[config.mk]
export PLATFORM = sky130hd
export DESIGN_NAME = alir_ctrl
export DESIGN_NICKNAME = d
export VERILOG_FILES = /design/src/hdl/alir_pkg.sv /design/src/hdl/alir_ctrl.sv
export SDC_FILE = /design/constraint.sdc
export NUM_CORES = 1
export LEC_CHECK = 0
export BUFFER_PORTS_ARGS = -buffer_cell sky130_fd_sc_hd__buf_2
export CORE_AREA = 2 2 93 95
export DETAILED_ROUTE_END_ITERATION = 10
export DIE_AREA = 0 0 95 97
export GPL_TIMING_DRIVEN = 0
export PLACE_DENSITY_LB_ADDON = 0.08
export SYNTH_ARGS = -nofsm -noshare
export SYNTH_HDL_FRONTEND = slang
export SYNTH_SLANG_ARGS = --single-unit
[constraint.sdc]
create_clock -name i_clk -period 3.25 [get_ports i_clk]
set_input_delay 0.1625 -clock i_clk [delete_from_list [all_inputs] [get_ports i_clk]]
set_output_delay 0.1625 -clock i_clk [all_outputs]
set_load 0.05 [all_outputs]
[src/hdl/alir_pkg.sv]
`timescale 1ns / 1ps
`default_nettype none
package alir_pkg;

    localparam int DEPTH  = 64;
    localparam int IDX_W  = $clog2(DEPTH);
    localparam int CNT_W  = $clog2(DEPTH + 1);
    localparam int WORD_W = 32;
    localparam int POS_W  = 6;
    localparam int ACT_W  = 3;
    localparam int CMP_W  = POS_W + 1;

    typedef logic signed [WORD_W-1:0] t_word;
    typedef logic [IDX_W-1:0]         t_idx;
    typedef logic [CNT_W-1:0]         t_cnt;

    localparam logic [ACT_W-1:0] ACT_APPEND     = 3'd0;
    localparam logic [ACT_W-1:0] ACT_OVERWRITE  = 3'd1;
    localparam logic [ACT_W-1:0] ACT_REMOVE_END = 3'd2;
    localparam logic [ACT_W-1:0] ACT_REMOVE_AT  = 3'd3;
    localparam logic [ACT_W-1:0] ACT_READ_ALL   = 3'd4;

    typedef enum logic [1:0] {
        ST_OK      = 2'd0,
        ST_INVALID = 2'd1,
        ST_EMPTY   = 2'd2,
        ST_FULL    = 2'd3
    } t_status;

    typedef struct packed {
        logic [ACT_W-1:0] action;
        t_word            value;
        logic [POS_W-1:0] position;
    } t_cmd;

    typedef struct packed {
        t_status          status;
        t_word            item_value;
        logic [POS_W-1:0] item_position;
        logic             last;
    } t_result;

    // Broadcast from the controller to every cell of the chain.
    typedef struct packed {
        logic  write_en;
        t_idx  write_idx;
        t_word value;
        logic  shift_en;
        t_idx  shift_lo;
        t_cnt  fill;
        logic  tap_load;
        logic  tap_shift;
    } t_cell_ctl;

endpackage
`default_nettype wire

[src/hdl/alir_ctrl.sv]
`timescale 1ns / 1ps
`default_nettype none
module alir_ctrl (
    input  wire                 i_clk,
    input  wire                 i_rst_n,
    input  wire                 start,
    input  alir_pkg::t_cmd      i_cmd,
    input  alir_pkg::t_word     i_tap0,
    output logic                busy,
    output alir_pkg::t_cell_ctl o_ctl,
    output logic                o_strobe,
    output alir_pkg::t_result   o_result
);
    import alir_pkg::*;

    typedef enum logic {S_IDLE, S_WALK} t_state;

    t_state  r_state;
    t_state  n_state;
    t_cnt    r_fill;
    t_cnt    n_fill;
    t_idx    r_idx;
    t_idx    n_idx;
    t_idx    r_end;
    t_idx    n_end;
    logic    r_single;
    logic    n_single;
    logic    r_strobe;
    logic    n_strobe;
    t_result r_out;
    t_result n_out;

    logic    w_accept;
    logic    w_pos_ok;
    logic    w_full;
    logic    w_empty;
    t_idx    w_pos_idx;
    t_idx    w_fill_idx;
    t_cnt    w_fill_m1;

    assign w_accept   = start && (r_state == S_IDLE);
    assign w_pos_ok   = CMP_W'(i_cmd.position) < CMP_W'(r_fill);
    assign w_full     = (r_fill == CNT_W'(DEPTH));
    assign w_empty    = (r_fill == '0);
    assign w_pos_idx  = i_cmd.position[IDX_W-1:0];
    assign w_fill_idx = r_fill[IDX_W-1:0];
    assign w_fill_m1  = r_fill - CNT_W'(1);

    always_comb begin
        n_state  = r_state;
        n_fill   = r_fill;
        n_idx    = r_idx;
        n_end    = r_end;
        n_single = r_single;
        n_strobe = 1'b0;
        n_out    = r_out;

        o_ctl           = '0;
        o_ctl.value     = i_cmd.value;
        o_ctl.fill      = r_fill;
        o_ctl.shift_lo  = w_pos_idx;

        case (r_state)
            S_IDLE: begin
                if (w_accept) begin
                    n_out.last = 1'b1;
                    case (i_cmd.action)
                        ACT_APPEND: begin
                            n_strobe            = 1'b1;
                            n_out.item_value    = i_cmd.value;
                            if (w_full) begin
                                n_out.status        = ST_FULL;
                                n_out.item_position = '0;
                            end else begin
                                o_ctl.write_en      = 1'b1;
                                o_ctl.write_idx     = w_fill_idx;
                                n_out.status        = ST_OK;
                                n_out.item_position = POS_W'(r_fill);
                                n_fill              = r_fill + CNT_W'(1);
                            end
                        end
                        ACT_OVERWRITE: begin
                            n_strobe            = 1'b1;
                            n_out.item_value    = i_cmd.value;
                            n_out.item_position = i_cmd.position;
                            if (w_pos_ok) begin
                                o_ctl.write_en  = 1'b1;
                                o_ctl.write_idx = w_pos_idx;
                                n_out.status    = ST_OK;
                            end else begin
                                n_out.status    = ST_INVALID;
                            end
                        end
                        ACT_REMOVE_END: begin
                            if (w_empty) begin
                                n_strobe            = 1'b1;
                                n_out.status        = ST_EMPTY;
                                n_out.item_value    = '0;
                                n_out.item_position = '0;
                            end else begin
                                o_ctl.tap_load = 1'b1;
                                n_fill         = w_fill_m1;
                                n_idx          = '0;
                                n_end          = w_fill_m1[IDX_W-1:0];
                                n_single       = 1'b1;
                                n_state        = S_WALK;
                            end
                        end
                        ACT_REMOVE_AT: begin
                            if (w_pos_ok) begin
                                o_ctl.tap_load = 1'b1;
                                o_ctl.shift_en = 1'b1;
                                n_fill         = w_fill_m1;
                                n_idx          = '0;
                                n_end          = w_pos_idx;
                                n_single       = 1'b1;
                                n_state        = S_WALK;
                            end else begin
                                n_strobe            = 1'b1;
                                n_out.status        = ST_INVALID;
                                n_out.item_value    = '0;
                                n_out.item_position = i_cmd.position;
                            end
                        end
                        ACT_READ_ALL: begin
                            if (w_empty) begin
                                n_strobe            = 1'b1;
                                n_out.status        = ST_EMPTY;
                                n_out.item_value    = '0;
                                n_out.item_position = '0;
                            end else begin
                                o_ctl.tap_load = 1'b1;
                                n_idx          = '0;
                                n_end          = w_fill_m1[IDX_W-1:0];
                                n_single       = 1'b0;
                                n_state        = S_WALK;
                            end
                        end
                        default: begin
                        end
                    endcase
                end
            end
            S_WALK: begin
                // Cell 0's tap holds entry r_idx of the snapshot.
                if (!r_single || (r_idx == r_end)) begin
                    n_strobe            = 1'b1;
                    n_out.status        = ST_OK;
                    n_out.item_value    = i_tap0;
                    n_out.item_position = POS_W'(r_idx);
                    n_out.last          = (r_idx == r_end);
                end
                if (r_idx == r_end) begin
                    n_state = S_IDLE;
                end else begin
                    o_ctl.tap_shift = 1'b1;
                    n_idx           = r_idx + IDX_W'(1);
                end
            end
            default: begin
                n_state = S_IDLE;
            end
        endcase
    end

    always_ff @(posedge i_clk) begin
        if (!i_rst_n) begin
            r_state  <= S_IDLE;
            r_fill   <= '0;
            r_strobe <= 1'b0;
        end else begin
            r_state  <= n_state;
            r_fill   <= n_fill;
            r_strobe <= n_strobe;
        end
        r_idx    <= n_idx;
        r_end    <= n_end;
        r_single <= n_single;
        r_out    <= n_out;
    end

    assign busy     = (r_state == S_WALK);
    assign o_strobe = r_strobe;
    assign o_result = r_out;

    a_fill_range: assert property (@(posedge i_clk) disable iff (!i_rst_n)
        r_fill <= CNT_W'(DEPTH))
        else $error("fill count beyond depth");

    a_walk_bound: assert property (@(posedge i_clk) disable iff (!i_rst_n)
        (r_state == S_WALK) |-> (r_idx <= r_end))
        else $error("walk index passed its end");

    a_single_result: assert property (@(posedge i_clk) disable iff (!i_rst_n)
        (w_accept && ((i_cmd.action == ACT_APPEND) || (i_cmd.action == ACT_OVERWRITE)))
        |=> (r_strobe && r_out.last))
        else $error("append or overwrite gave no result");

    a_partial_in_walk: assert property (@(posedge i_clk) disable iff (!i_rst_n)
        (r_strobe && !r_out.last) |-> (r_state == S_WALK))
        else $error("non-final result outside read-out");

    a_idle_final: assert property (@(posedge i_clk) disable iff (!i_rst_n)
        ((r_state == S_IDLE) && r_strobe) |-> r_out.last)
        else $error("idle result not marked last");

endmodule
`default_nettype wire
==> key figures <==
Status
  – Outcome: complete, no violations

Detailed routing
  – Drt wl/cell: approximately 15 µm
  – Drt total wl: 9883 µm
  – DRC Markers: 0
  – DRT Pass-1 Iters: 4
  – Antenna Violating Nets Remaining: 0
  – Starting DRT DRC Count: approximately 170
  – Via-to-Cell Ratio: approximately 5.2
  – Via Count: about 3,300

Synthesis
  – Ranking of synthesized cells by area: edfxtp_1 43%, a22o_1 8.4%, buf_4 7.8%, dfxtp_1 4.8%, ha_1 2.7%
  – Post-synth top area cell: edfxtp_1
  – XOR/XNOR share of the synthesized area: 0.03507
  – Number of enable flip-flop cells after synthesis: 54
  – Main combinational cell family by area after synthesis: compound AO/OA/AOI/OAI gates
  – Cells after synthesis: about 350
  – Avg Inst Size Synth: approximately 11 µm²
  – Top-area cell type share of the netlist area: 0.4329
  – Synth Register Bits: 63
  – Ys Warns: 0
  – Mux cell area share after synthesis: 0.01069
  – Synth Flop Type: edfxtp_1
  – Mapped cell area: 3746 µm²
  – Asr flop ratio synth: 0
  – Complex-gate fraction of the synthesized area: 0.2077
  – Syn Nets: about 440
  – Post-synthesis simple-gate area fraction: 0.1253
  – Synth unique cells: 51
  – Seq/Total Area, Yosys: 0.4810
  – Adder-Cell Fraction of Synth Area: 0.02672

Final layout
  – Commonest non-fill, non-tap cells in the layout: 178 x buf_2, 54 x edfxtp_1, 39 x buf_4
  – Area used by multi-input combinational logic: approximately 1600 µm²
  – Final nets: just over 600
  – Area Overhead vs Synth: 32.46%
  – Layout Utilization: 0.6101
  – Share of post-route cells with drive strength above 1: 0.4527
  – Reg area: ~1800 µm²
  – Diodes inserted: 0
  – Non-Filler Instances: about 640
  – Layout fillers: 749
  – Most common cell after layout, fill and taps aside: buf_2

Timing
  – Fin Hold WS: between 100 and 150 ps
  – Final Skew: around 12 ps
  – Max Transition Viols Final: 0
  – Sum of negative setup slack: 0 ps
  – Final Hold Vio Count: 0
  – RSZ-0062 raised after global routing: false
  – Worst slew margin: 0.6195
  – Final worst-path cycle share: 0.9091
  – Final min period: around 3000 ps
  – FMAX: between 0.3 and 0.4 GHz
  – Final setup viols: 0
  – Worst-margin pin slew: about 570 ps

Setup path
  – Crit path arrival time: roughly 2800 ps
  – WP buf/inv: 3
  – CP required: 3090 ps
  – Setup CP Type: reg2out
  – Critical path, cell by cell: inv_1 -> ha_1 -> a21oi_1 -> and2_1 -> o22a_1 -> and4b_1 -> clkbuf_1 -> a22o_1 -> buf_2
  – Largest delay share family, worst path: buffers and inverters
  – CP max stage cell: dfxtp_1
  – Crit Path Max Fanout: 10
  – CP Launch Type: flip-flop
  – Capturing element type of the critical path: output pin
  – Crit path largest cell delay: 550 ps

GRT
  – Global route overflow: 0
  – Global-route wire length before repair: between 15,000 and 20,000 µm
  – Vias in the first global route: 3,044
  – Initial antenna violation count: 0
  – GRT Util Overall: 0.2130
  – Pin count of the biggest net entering global routing: between 40 and 50

Floorplanning
  – Effective utilization at floorplan: 0.4605
  – Die height: between 90 and 100 µm
  – Placeable Area: a little over 8000 µm²
  – Die Width: between 90 and 100 µm
  – FP Rows: 33
  – IO Pins: about 170
  – Die area: 9215 µm²

Power
  – Final Total Pwr: approximately 2.4 mW
  – Leak: 2.281 nW
  – VDD IR max: 0.2541 mV
  – Pwr per Cell Area: ~490 nW/µm²

CTS
  – Clock Pin Slew Worst Setup and Hold Paths: about 70 ps
  – CTS max path bufs: 2
  – CTS tree: built
  – Root Driver: clkbuf_8
  – Clk_lat worst skew: about 350 ps
  – TritonCTS buffer count: 9
  – H-tree lvl count: 3
  – # clock sinks: 63
  – Hold Buf Count CTS: 0
  – Postcts setup bufs: 0

Min path
  – Hold WC Path Type: in2reg

Place
  – Placed Instances: ~630
  – Buffers on Ports: around 170
  – DP HPWL: between 7000 and 8000 µm
  – Gpl congestion: about 0.89

Flow run
  – Maxcap violations: 0
## metrics by stage
stage	instance area, µm²	setup slack, ps
2_1_floorplan	3762	-143.1
3_3_place_gp	4755	-413.7
3_5_place_dp	4755	-432.1
4_1_cts	4959	74.84
5_1_grt	4962	67.16
6_report	4962	295.3
## power by group
part           internal [mW]  switching [mW]  leakage, nW
clock                  0.348           0.304       0.0945
sequential             0.975          0.0242        0.590
combinational          0.225           0.560         1.60
total                   1.55           0.889         2.28
## logic make-up (layout without fill, tap and decap cells)
group	after synthesis	after routing
AOI/OAI and AO/OA	102	102
and+or+nand+nor	88	88
buffers and inverters	72	259
DFF	63	63
xor gates and xnor gates	15	15
adders and majority gates	8	8
muxes	4	4
## flip-flops by register name, summed over array words and instances (netlist names)
| signal | cells |
|---|---|
| busy | 1 |
| r_single | 1 |
| o_result | 41 |
| r_fill | 7 |
| r_end | 6 |
| r_idx | 6 |
| o_strobe | 1 |
## synth_stat cells (5+ instances only)
library cell,number
a211oi_1,5
a21oi_1,14
a22o_1,36
and2_1,5
buf_2,6
buf_4,39
clkbuf_1,16
dfxtp_1,9
edfxtp_1,54
ha_1,8
inv_1,9
nand2_1,26
nand2b_1,6
nand3_1,8
nor2_1,13
nor2b_1,7
nor3_1,8
o21ai_0,17
xnor2_1,10
xor2_1,5
## routing by layer
metal,share of wire,GRT usage
met5,0,0
met4,0.022,0.07358
met3,0.073,0.05296
met2,0.49,0.3486
met1,0.42,0.2726
## final cells by class
cell class,instances,share of cell area
tap,105,0.02648
buffer,62,0.07842
timing repair buffer,172,0.1735
inverter,9,0.006808
clock buffer,11,0.02648
multi-input combinational,217,0.3154
clock inverter,5,0.009834
sequential,63,0.3631
## final timing paths
path / slack (ps) / to / cells after the start / start
min: 110 / o_result[8]$_DFFE_PP_ / 2 / i_tap0[1]
min reg2reg: 580 / r_fill[6]$_SDFFE_PN0P_ / 2 / r_fill[6]$_SDFFE_PN0P_
max: 300 / o_ctl[50] / 9 / r_fill[5]$_SDFFE_PN0P_
max reg2reg: 410 / r_idx[0]$_SDFFCE_PN0P_ / 7 / r_fill[5]$_SDFFE_PN0P_
## what timing repair did
action                     CTS  global route
pin swaps                    0             0
resized for setup            3             3
setup endpoints to repair   47            52
No activity file was read; power rests on OpenSTA's default activity.
