### config.mk
export PLATFORM = sky130hd
export DESIGN_NAME = alir_cell
export DESIGN_NICKNAME = d
export VERILOG_FILES = /design/src/hdl/alir_pkg.sv /design/src/hdl/alir_cell.sv
export SDC_FILE = /design/constraint.sdc
export NUM_CORES = 1
export LEC_CHECK = 0
export BUFFER_PORTS_ARGS = -buffer_cell sky130_fd_sc_hd__buf_4
export CAP_MARGIN = 20
export CORE_ASPECT_RATIO = 0.6
export CORE_MARGIN = 2
export CORE_UTILIZATION = 47
export DETAILED_ROUTE_END_ITERATION = 8
export GPL_ROUTABILITY_DRIVEN = 1
export HOLD_SLACK_MARGIN = 0.08
export PLACE_DENSITY_LB_ADDON = 0.08
export SYNTH_ARGS = -nofsm -noshare
export SYNTH_HDL_FRONTEND = slang
export SYNTH_SLANG_ARGS = --single-unit
### constraint.sdc
create_clock -name i_clk -period 4.1 [get_ports i_clk]
set_input_delay 0.205 -clock i_clk [delete_from_list [all_inputs] [get_ports i_clk]]
set_output_delay 0.205 -clock i_clk [all_outputs]
set_load 0.05 [all_outputs]
### src/hdl/alir_pkg.sv
`timescale 1ns / 1ps
`default_nettype none
package alir_pkg;

    localparam int DEPTH  = 64;
    localparam int IDX_W  = $clog2(DEPTH);
    localparam int CNT_W  = $clog2(DEPTH + 1);
    localparam int WORD_W = 32;
    localparam int POS_W  = 6;
    localparam int ACT_W  = 3;
    localparam int CMP_W  = POS_W + 1;

    typedef logic signed [WORD_W-1:0] t_word;
    typedef logic [IDX_W-1:0]         t_idx;
    typedef logic [CNT_W-1:0]         t_cnt;

    localparam logic [ACT_W-1:0] ACT_APPEND     = 3'd0;
    localparam logic [ACT_W-1:0] ACT_OVERWRITE  = 3'd1;
    localparam logic [ACT_W-1:0] ACT_REMOVE_END = 3'd2;
    localparam logic [ACT_W-1:0] ACT_REMOVE_AT  = 3'd3;
    localparam logic [ACT_W-1:0] ACT_READ_ALL   = 3'd4;

    typedef enum logic [1:0] {
        ST_OK      = 2'd0,
        ST_INVALID = 2'd1,
        ST_EMPTY   = 2'd2,
        ST_FULL    = 2'd3
    } t_status;

    typedef struct packed {
        logic [ACT_W-1:0] action;
        t_word            value;
        logic [POS_W-1:0] position;
    } t_cmd;

    typedef struct packed {
        t_status          status;
        t_word            item_value;
        logic [POS_W-1:0] item_position;
        logic             last;
    } t_result;

    // Broadcast from the controller to every cell of the chain.
    typedef struct packed {
        logic  write_en;
        t_idx  write_idx;
        t_word value;
        logic  shift_en;
        t_idx  shift_lo;
        t_cnt  fill;
        logic  tap_load;
        logic  tap_shift;
    } t_cell_ctl;

endpackage
`default_nettype wire

### src/hdl/alir_cell.sv
`timescale 1ns / 1ps
`default_nettype none
module alir_cell (
    input  wire                 i_clk,
    input  alir_pkg::t_idx      i_index,
    input  alir_pkg::t_cell_ctl i_ctl,
    input  alir_pkg::t_word     i_upper_word,
    input  alir_pkg::t_word     i_upper_tap,
    output alir_pkg::t_word     o_word,
    output alir_pkg::t_word     o_tap
);
    import alir_pkg::*;

    t_word r_word;
    t_word n_word;
    t_word r_tap;
    t_word n_tap;
    logic  w_shift_hit;

    // Close the gap: this cell lies at or above the removed slot and below the last entry.
    assign w_shift_hit = i_ctl.shift_en && (i_index >= i_ctl.shift_lo)
                         && ((CNT_W'(i_index) + CNT_W'(1)) < i_ctl.fill);

    always_comb begin
        n_word = r_word;
        if (i_ctl.write_en && (i_index == i_ctl.write_idx)) begin
            n_word = i_ctl.value;
        end else if (w_shift_hit) begin
            n_word = i_upper_word;
        end
    end

    // Tap chain: snapshot of the words, walked down toward cell 0.
    always_comb begin
        n_tap = r_tap;
        if (i_ctl.tap_load) begin
            n_tap = r_word;
        end else if (i_ctl.tap_shift) begin
            n_tap = i_upper_tap;
        end
    end

    always_ff @(posedge i_clk) begin
        r_word <= n_word;
        r_tap  <= n_tap;
    end

    assign o_word = r_word;
    assign o_tap  = r_tap;

endmodule
`default_nettype wire

==> flow_metrics.tcl, run 1 <==
set metrics [dict create \
    status "finished clean" \
    cp_max_fo 32 \
    ys_warn_count 0 \
    numCtsBuffers 9 \
    cts_resized 0 \
    vias_per_cell 4.88 \
    postSynth.asyncResetShare_pct 0 \
    ant_nets 0 \
    place_congestion 0.781 \
    clockRootBuffer "clkbuf_8" \
    max-vdd-ir-drop_v 0.000262 \
    port_buffers 189 \
    final_net_count 528 \
    hold_viol_final 0 \
    worstSetupStartpointType "input port" \
    core_um2 6590 \
    cp.arrival_ns 2.19 \
    synth_edf_count 64 \
    power.density_nw_per_um2 426 \
    timing.hold.ws_ns 0.161 \
    grt_max_degree 34 \
    synthFlopType "edfxtp_1" \
    grt_first_pass_wirelength_mm 11.1 \
    first_iter_violations 43 \
    dpl.hpwl_mm 5.86 \
    setup_tns_ns 0 \
    start_util_pct 47.8 \
    synthDistinctLibCells 24 \
    cp-end-kind "flip-flop" \
    syn-cell-area_um2 3150 \
    layout.cells.non_filler 481 \
    cts_tree "done" \
    antenna_found_initial 0 \
    n_antenna_cell 0 \
    cts_max_level 3 \
    max-clock-path-buffers 2 \
    vias 2349 \
    min_path_type "in2reg" \
    avgSynthCellArea_um2 16.1 \
    grt.total_usage_pct 20.7 \
    post-cts-setup-buffers 0 \
    final_common_cell "buf_4" \
    clkLatencyLatePin_ns 0.33 \
    ys_ff_latch 64 \
    drive_gt1_share_pct 68.5 \
    drc 0 \
    setup_violations 0 \
    timing.fmax_mhz 448 \
    wl_per_cell_um 15.9 \
    rsz0062_at_grt "no" \
    final.period_utilization_pct 54.5 \
    final_cell_mix "buf_4, edfxtp_1, mux2_2, inv_1, ha_1" \
    fp-row-count 23 \
    worst_pin_slew_ns 0.845 \
    use_met1_pct 22.4 \
    critPathRequiredTime_ns 4.05 \
    maxCapViolCount 0 \
    fin_skew_ns 0.00454 \
    postCtsHoldBufs 0 \
    firstDrtPassIters 4 \
    die_h_um 67.4 \
    finalCriticalPeriod_ns 2.23 \
    die_area_um2 7390 \
    relSlewSlack_pct 43.7 \
    met3_usage_pct 8.01 \
    die-width_um 110 \
    num_io_pins 190 \
    clock-sinks 64 \
    drt-total-wl_mm 7.64 \
    synthToLayoutAreaGrowth_pct 54.9 \
    grt-busiest-layer "met2" \
    met2_usage_pct 37.9 \
    crit_type "in2reg" \
    clk_pin_slew_worst_paths_ns 0.07 \
    syn_nets 334 \
    dp_cells 465 \
    synth_seq_area_share_pct 61.0 \
    leakage_nw 2.14 \
    drv_slew 0 \
    syn_inst 195 \
    grt-ovfl-total 0 \
    grt_pass1_vias 2310 \
]
routing by layer:
| layer | vias up | wire length, um |
|---|---|---|
| li1 | 1129 | - |
| met1 | 1097 | 2820 |
| met2 | 118 | 3940 |
| met3 | 5 | 805 |
| met4 | 0 | 64 |
| met5 | - | 0 |
Yosys cell counts, drive strengths merged (2+ instances only):
cell type	n	area [um^2]
a21oi	4	20.0
inv	13	48.8
clkbuf	4	15.0
and3	2	12.5
xor2	4	35.0
ha	13	163
edfxtp	64	1920
nand4	3	18.8
mux2	64	721
nand2	2	7.51
xnor2	6	52.6
buf	3	33.8
nand3	3	15.0
critical path, cell delays in order:
cell	delay [ns]
buf_4	0.14
ha_1	0.22
nand3_1	0.11
xnor2_1	0.14
ha_1	0.28
a21oi_1	0.13
nor2b_1	0.05
o21ai_0	0.16
a31o_2	0.74
layout make-up:
cell class / instances / area [um^2]
fillers: 452 / 1710
repair buffers: 190 / 1430
multi-input cells: 111 / 1130
inverters: 13 / 48.8
clock buffers: 9 / 124
clock inverters: 7 / 119
flip-flops and latches: 64 / 1920
well taps: 87 / 109
where the power goes:
part           leakage (nW)  total (W)  internal [W]  switching [W]
Sequential            0.622   0.000840      0.000811      0.0000288
Combinational          1.40   0.000592      0.000225       0.000367
Clock                 0.117   0.000645      0.000405       0.000241
Total                  2.14    0.00208       0.00144       0.000636
stage by stage:
step | total power (W) | util [%] | worst slack, ns | area [um^2]
2_1_floorplan | 0.00121 | - | 1.99 | 3150
3_3_place_gp | 0.00144 | 70.3 | 1.59 | 4630
3_5_place_dp | 0.00145 | 70.3 | 1.50 | 4630
4_1_cts | 0.00209 | 74.0 | 1.85 | 4880
5_1_grt | 0.00216 | 74.0 | 1.68 | 4880
6_report | 0.00208 | 74.0 | 1.87 | 4880
kinds of logic after synthesis:
logic type | synth area share [%]
AOI/OAI and AO/OA | 1.91
xor gates and xnor gates | 2.78
adders and majority gates | 5.17
buffers and inverters | 3.10
DFF | 61.0
muxes | 22.9
and+or+nand+nor | 3.10
worst paths after layout:
| kind | cells past startpoint | slack, ns | to | startpoint |
|---|---|---|---|---|
| worst max-delay path | 9 | 1.87 | o_word[0] | i_index[0] |
| worst min register to register | 1 | 0.59 | o_tap[28] | o_word[28] |
| worst max register to register | 1 | 3.16 | o_tap[1] | o_word[1] |
| worst min-delay path | 2 | 0.16 | o_word[25] | i_upper_word[25] |
flip-flops by register name, summed over array words and instances (netlist names):
signal and count:
o_tap 32, o_word 32
Power figures use the tool's default switching activity.
==> run 2, diff against run 1 <==
--- a/config.mk
+++ b/config.mk
@@ -5,11 +5,12 @@
 export SDC_FILE = /design/constraint.sdc
 export NUM_CORES = 1
 export LEC_CHECK = 0
+export ABC_AREA = 1
 export BUFFER_PORTS_ARGS = -buffer_cell sky130_fd_sc_hd__buf_4
 export CAP_MARGIN = 20
 export CORE_ASPECT_RATIO = 0.6
 export CORE_MARGIN = 2
-export CORE_UTILIZATION = 47
+export CORE_UTILIZATION = 46
 export DETAILED_ROUTE_END_ITERATION = 8
 export GPL_ROUTABILITY_DRIVEN = 1
 export HOLD_SLACK_MARGIN = 0.08
==> constraint.sdc (replaced) <==
create_clock -name i_clk -period 2.1 [get_ports i_clk]
set_input_delay 0.105 -clock i_clk [delete_from_list [all_inputs] [get_ports i_clk]]
set_output_delay 0.105 -clock i_clk [all_outputs]
set_load 0.05 [all_outputs]
==> run 2 against run 1 <==
Against the previous run:
- count of clock-buffer cells in the layout increased by 1
- highest routed layer unchanged
- area after synthesis rose by 19%
- die area up 21%
==> flow_metrics.tcl, run 2 <==
set metrics [dict create \
    ys_ff_latch 64 \
    clkPwrFrac_pct 32.5 \
    cp-startpoint "i_index[0]" \
    synth_commonest_cells "nand2_1, edfxtp_1, inv_1" \
    synthFlopType "edfxtp_1" \
    synthDistinctLibCells 27 \
    num_io_pins 190 \
    timing.fmax_mhz 572 \
    multi_input_area_um2 1450 \
    cp_max_fo 11 \
    cp.arrival_ns 1.77 \
    syn_nets 566 \
    fin_skew_ns 0.00770 \
    avgSynthCellArea_um2 8.81 \
    finalInstanceArea_um2 5960 \
    clk_pin_slew_worst_paths_ns 0.05 \
    grt_first_pass_wirelength_mm 17.0 \
    regArea_um2 1920 \
    hold_viol_final 0 \
    finalCriticalPeriod_ns 1.75 \
    ant_nets 0 \
    drt-total-wl_mm 11.2 \
    cp-end-kind "flip-flop" \
    die_h_um 74.0 \
    setup_violations 0 \
    switchingPower_w 0.00144 \
    dpl.hpwl_mm 7.96 \
    synth_edf_count 64 \
    p_int_w 0.00299 \
    p_comb_share_pct 30.3 \
    n_fill_cell 588 \
    cts_tree "done" \
    relSlewSlack_pct 49.7 \
    placed_area_um2 5250 \
    drive_gt1_share_pct 36.2 \
    synth_most_common_cell "nand2_1" \
    worstSetupStartpointType "input port" \
    ys_warn_count 0 \
    met1_length_mm 4.63 \
    grt.total_usage_pct 25.0 \
    clkLatencyLatePin_ns 0.33 \
    postCtsHoldBufs 42 \
    rsz0062_at_grt "no" \
    syn-cell-area_um2 3760 \
    r2r_start "o_word[15]" \
    numCtsBuffers 9 \
    maxCapViolCount 0 \
    postSynth.asyncResetShare_pct 0 \
    port_buffers 189 \
    vias 3700 \
    ys_top_cells_by_area "edfxtp_1, nand2_1, inv_1, nand3_1, o21bai_1" \
    synthToLayoutAreaGrowth_pct 58.4 \
    setup_ws_ns 0.352 \
    clock-sinks 64 \
    min_path_type "in2reg" \
    final_net_count 798 \
    drc 0 \
    dr_wl_met3_mm 1.06 \
    grt_pass1_vias 3543 \
    cts_resized 0 \
    post-cts-setup-buffers 0 \
    final_cell_mix "buf_4, nand2_1, edfxtp_1, inv_1, dlygate4sd3_1" \
    final.period_utilization_pct 83.2 \
    syn_inst 427 \
    place_ws_ns 0.0289 \
    max-clock-path-buffers 2 \
    critPathRequiredTime_ns 2.12 \
    top_layer "met4" \
    leakage_nw 3.04 \
    synth_seq_area_share_pct 51.1 \
    n_antenna_cell 0 \
    start_util_pct 47.5 \
    met2_length_mm 5.24 \
    synth_area_leader_cell "edfxtp_1" \
    status "finished clean" \
    min_from "i_ctl[26]" \
    place_congestion 0.831 \
    wl_per_cell_um 14.5 \
    die-width_um 121 \
    worst_pin_slew_ns 0.752 \
    first_iter_violations 157 \
    timing.hold.ws_ns 0.0832 \
    setup_tns_ns 0 \
    core_um2 7910 \
    p_sw_share_pct 32.5 \
    antenna_found_initial 0 \
    clockRootBuffer "clkbuf_16" \
    drv_slew 0 \
    grt_max_degree 33 \
    netlist.area_leader.share_pct 51.1 \
    power.density_nw_per_um2 744 \
    cts_max_level 3 \
    p_seq_share_pct 37.3 \
    grt-ovfl-total 0 \
    crit_type "in2reg" \
    max-vdd-ir-drop_v 0.000488 \
    firstDrtPassIters 7 \
    die_area_um2 8940 \
    vias_per_cell 4.80 \
    fp-row-count 25 \
    final_common_cell "buf_4" \
]
==> run 2: cell count changes after synthesis, sizes merged, moves of 2 or more <==
cell    delta
nand2    +170
mux2      -64
inv       +52
nand3     +34
o21bai    +32
buf        +9
nor2       +7
xnor2      -6
clkbuf     +3
nand4      -3
and3       -2
nor3       +2
==> run 2: cells by family (layout without fill, tap and decap cells) <==
group,after synthesis,in the layout,synth area share (%)
compound gates,41,41,8.82
xor+xnor,4,4,0.931
fa+ha+maj,13,13,4.32
buf+inv,85,321,10.4
flops,64,64,51.1
simple gates,220,220,24.4
==> run 2: critical path, cell delays in order <==
cell	delay, ns
buf_4	0.13
ha_1	0.21
nand3_1	0.12
xor2_1	0.15
inv_1	0.06
ha_1	0.29
nand2_1	0.07
nand2_1	0.05
nand2_1	0.06
nand2_1	0.05
a21oi_1	0.11
nand2_1	0.08
nand2_2	0.08
buf_4	0.20
==> run 2: worst paths after layout <==
check | to | slack, ns | cells past startpoint
max | o_word[17] | 0.35 | 14
min | o_word[10] | 0.08 | 3
max reg2reg | o_tap[15] | 1.28 | 2
min reg2reg | o_tap[10] | 0.55 | 2
==> run 2: power by group through the flow <==
| stage | Sequential [W] | Clock (W) | Combinational, W |
|---|---|---|---|
| 2_1_floorplan | 0.00216 | 0 | 0.000291 |
| 3_3_place_gp | 0.00167 | 0 | 0.00126 |
| 3_5_place_dp | 0.00168 | 0 | 0.00127 |
| 4_1_cts | 0.00165 | 0.00145 | 0.00134 |
| 5_1_grt | 0.00167 | 0.00151 | 0.00142 |
| 6_report | 0.00165 | 0.00144 | 0.00134 |
==> run 2: per-stage QoR <==
step	utilization, %	instances	total power (W)
floorplan	-	427	0.00245
global placement	66.4	714	0.00293
detailed placement	66.4	714	0.00295
CTS	75.3	771	0.00444
global route	75.3	771	0.00461
finish	75.3	771	0.00443
==> run 2: cell type report <==
type                            instances  share of cell area, %
Multi-Input combinational cell        278                   24.3
Clock buffer                           10                   3.84
Tap cell                              108                   2.27
Sequential cell                        64                   32.2
Inverter                               66                   4.16
Timing Repair Buffer                  240                   32.2
Clock inverter                          5                  0.966
==> run 2: metal layers <==
layer | track usage [%] | vias up
li1 | - | 1827
met1 | 31.8 | 1654
met2 | 41.8 | 194
met3 | 6.75 | 25
met4 | 9.56 | 0
met5 | 0 | -
==> run 3, diff against run 2 <==
==> constraint.sdc (replaced) <==
create_clock -name i_clk -period 1.7 [get_ports i_clk]
set_input_delay 0.085 -clock i_clk [delete_from_list [all_inputs] [get_ports i_clk]]
set_output_delay 0.085 -clock i_clk [all_outputs]
set_load 0.05 [all_outputs]
==> run 3 against run 2 <==
Against the previous run:
- critical path depth decreased by 2
- power rose by 32%
- sequential power grew 24%
- combinational power up 30%
- die area is the same
==> flow_metrics.tcl, run 3 (synthesized netlist as in run 2, its figures left out) <==
set metrics [dict create \
    grt-ovfl-total 0 \
    final_common_cell "buf_4" \
    hold_viol_final 0 \
    crit_path_max_incr_delay_ns 0.25 \
    final.period_utilization_pct 92.7 \
    clkLatencyLatePin_ns 0.32 \
    drc 0 \
    die_area_um2 8940 \
    timing.fmax_mhz 635 \
    final_net_count 816 \
    maxCapViolCount 0 \
    drt-total-wl_mm 11.6 \
    worstSetupStartpointType "input port" \
    die_h_um 74.0 \
    drive_gt1_share_pct 38.6 \
    status "finished clean" \
    grt_first_pass_wirelength_mm 17.0 \
    relSlewSlack_pct 49.4 \
    power.total_w 0.00587 \
    max-clock-path-buffers 2 \
    worst-path-buf-inv 2 \
    clock-sinks 64 \
    power.density_nw_per_um2 931 \
    worst_pin_slew_ns 0.759 \
    clk_pin_slew_worst_paths_ns 0.05 \
    dpl.hpwl_mm 8.27 \
    cts_max_level 3 \
    min_path_type "in2reg" \
    final_cell_mix "buf_4, nand2_1, edfxtp_1, inv_1, dlygate4sd3_1" \
    crit_path_top_delay_cell "ha_1" \
    place_congestion 0.845 \
    max-vdd-ir-drop_v 0.000534 \
    drv_slew 0 \
    cp-end-kind "flip-flop" \
    crit_type "in2reg" \
    core_um2 7910 \
    fp-row-count 25 \
    cp_max_fo 8 \
    grt.total_usage_pct 25.1 \
    rsz0062_at_grt "no" \
    cts_tree "done" \
    leakage_nw 3.17 \
    firstDrtPassIters 4 \
    grt_pass1_vias 3494 \
    antenna_found_initial 0 \
    port_buffers 189 \
    ant_nets 0 \
    crit_chain "buf_4 > nand3_4 > nor3_4 > xor2_1 > ha_1 > nand2_1 > inv_1 > nand2_1 > nand2_1 > a21oi_2 > nand2_4 > nand2_8" \
    cp_top_family "simple AND/OR/NAND/NOR gates" \
    wl_per_cell_um 14.6 \
    finalCriticalPeriod_ns 1.58 \
    path_common_cell "nand2_1" \
    vias_per_cell 4.79 \
    cp.arrival_ns 1.59 \
    critPathRequiredTime_ns 1.72 \
    vias 3788 \
    synthToLayoutAreaGrowth_pct 67.6 \
    timing.hold.ws_ns 0.0862 \
    start_util_pct 47.5 \
    first_iter_violations 202 \
    clockRootBuffer "clkbuf_16" \
    post-cts-setup-buffers 0 \
    numCtsBuffers 9 \
    die-width_um 121 \
    fin_skew_ns 0.00813 \
    n_antenna_cell 0 \
    num_io_pins 190 \
    n_fill_cell 525 \
    setup_violations 0 \
    grt_max_degree 33 \
]
==> run 3: timing repair <==
item / CTS / global route
endpoints found under the hold margin: 46 / 0
gates resized for setup: 0 / 13
setup endpoints to repair: 0 / 32
hold buffers: 46 / 0
==> run 3: worst min-delay path, delay by kind of cell <==
kind / cells / cell delay, ns
buffers and inverters: 1 / 0.08
AND/OR/NAND/NOR: 2 / 0.14
==> run 3: cell type report <==
cell class                 instances  area (um^2)  area share (%)
clock buffer                       9          225            3.57
clock inverter                     7          118            1.87
inverter                          66          248            3.93
multi-input combinational        281         1590            25.3
sequential                        64         1920            30.5
tap                              108          135            2.14
timing repair buffer             255         2060            32.7
==> run 3: stage by stage <==
step / setup TNS, ns / instances / cell area [um^2] / util (%) / setup WS [ns]
2_1_floorplan: 0 / 427 / 3790 / - / 0.00407
3_3_place_gp: -7.99 / 725 / 5380 / 67.9 / -0.250
3_5_place_dp: -10.01 / 725 / 5380 / 67.9 / -0.313
4_1_cts: 0 / 787 / 6180 / 78.1 / 0.0262
5_1_grt: 0 / 790 / 6300 / 79.6 / 0.00406
6_report: 0 / 790 / 6300 / 79.6 / 0.125
==> run 3: routing by layer <==
layer / GRT usage, % / wire [um] / vias to the layer above
met5: 0 / 0 / -
met4: 6.59 / 150 / 0
met3: 6.44 / 943 / 13
met2: 40.7 / 5300 / 189
met1: 34.2 / 5160 / 1714
li1: - / - / 1872
==> run 3: power by group <==
group | total (W) | internal, W | switching [W]
clock network | 0.00208 | 0.00143 | 0.000647
registers | 0.00205 | 0.00196 | 0.0000957
logic | 0.00174 | 0.000652 | 0.00109
total | 0.00587 | 0.00404 | 0.00183
==> run 3: worst paths after layout <==
check,startpoint,to,slack (ns),depth (start not counted)
max,i_index[2],o_word[22],0.12,12
min,i_ctl[17],o_word[1],0.09,3
max reg2reg,o_word[31],o_tap[31],0.83,2
min reg2reg,o_word[22],o_tap[22],0.55,2
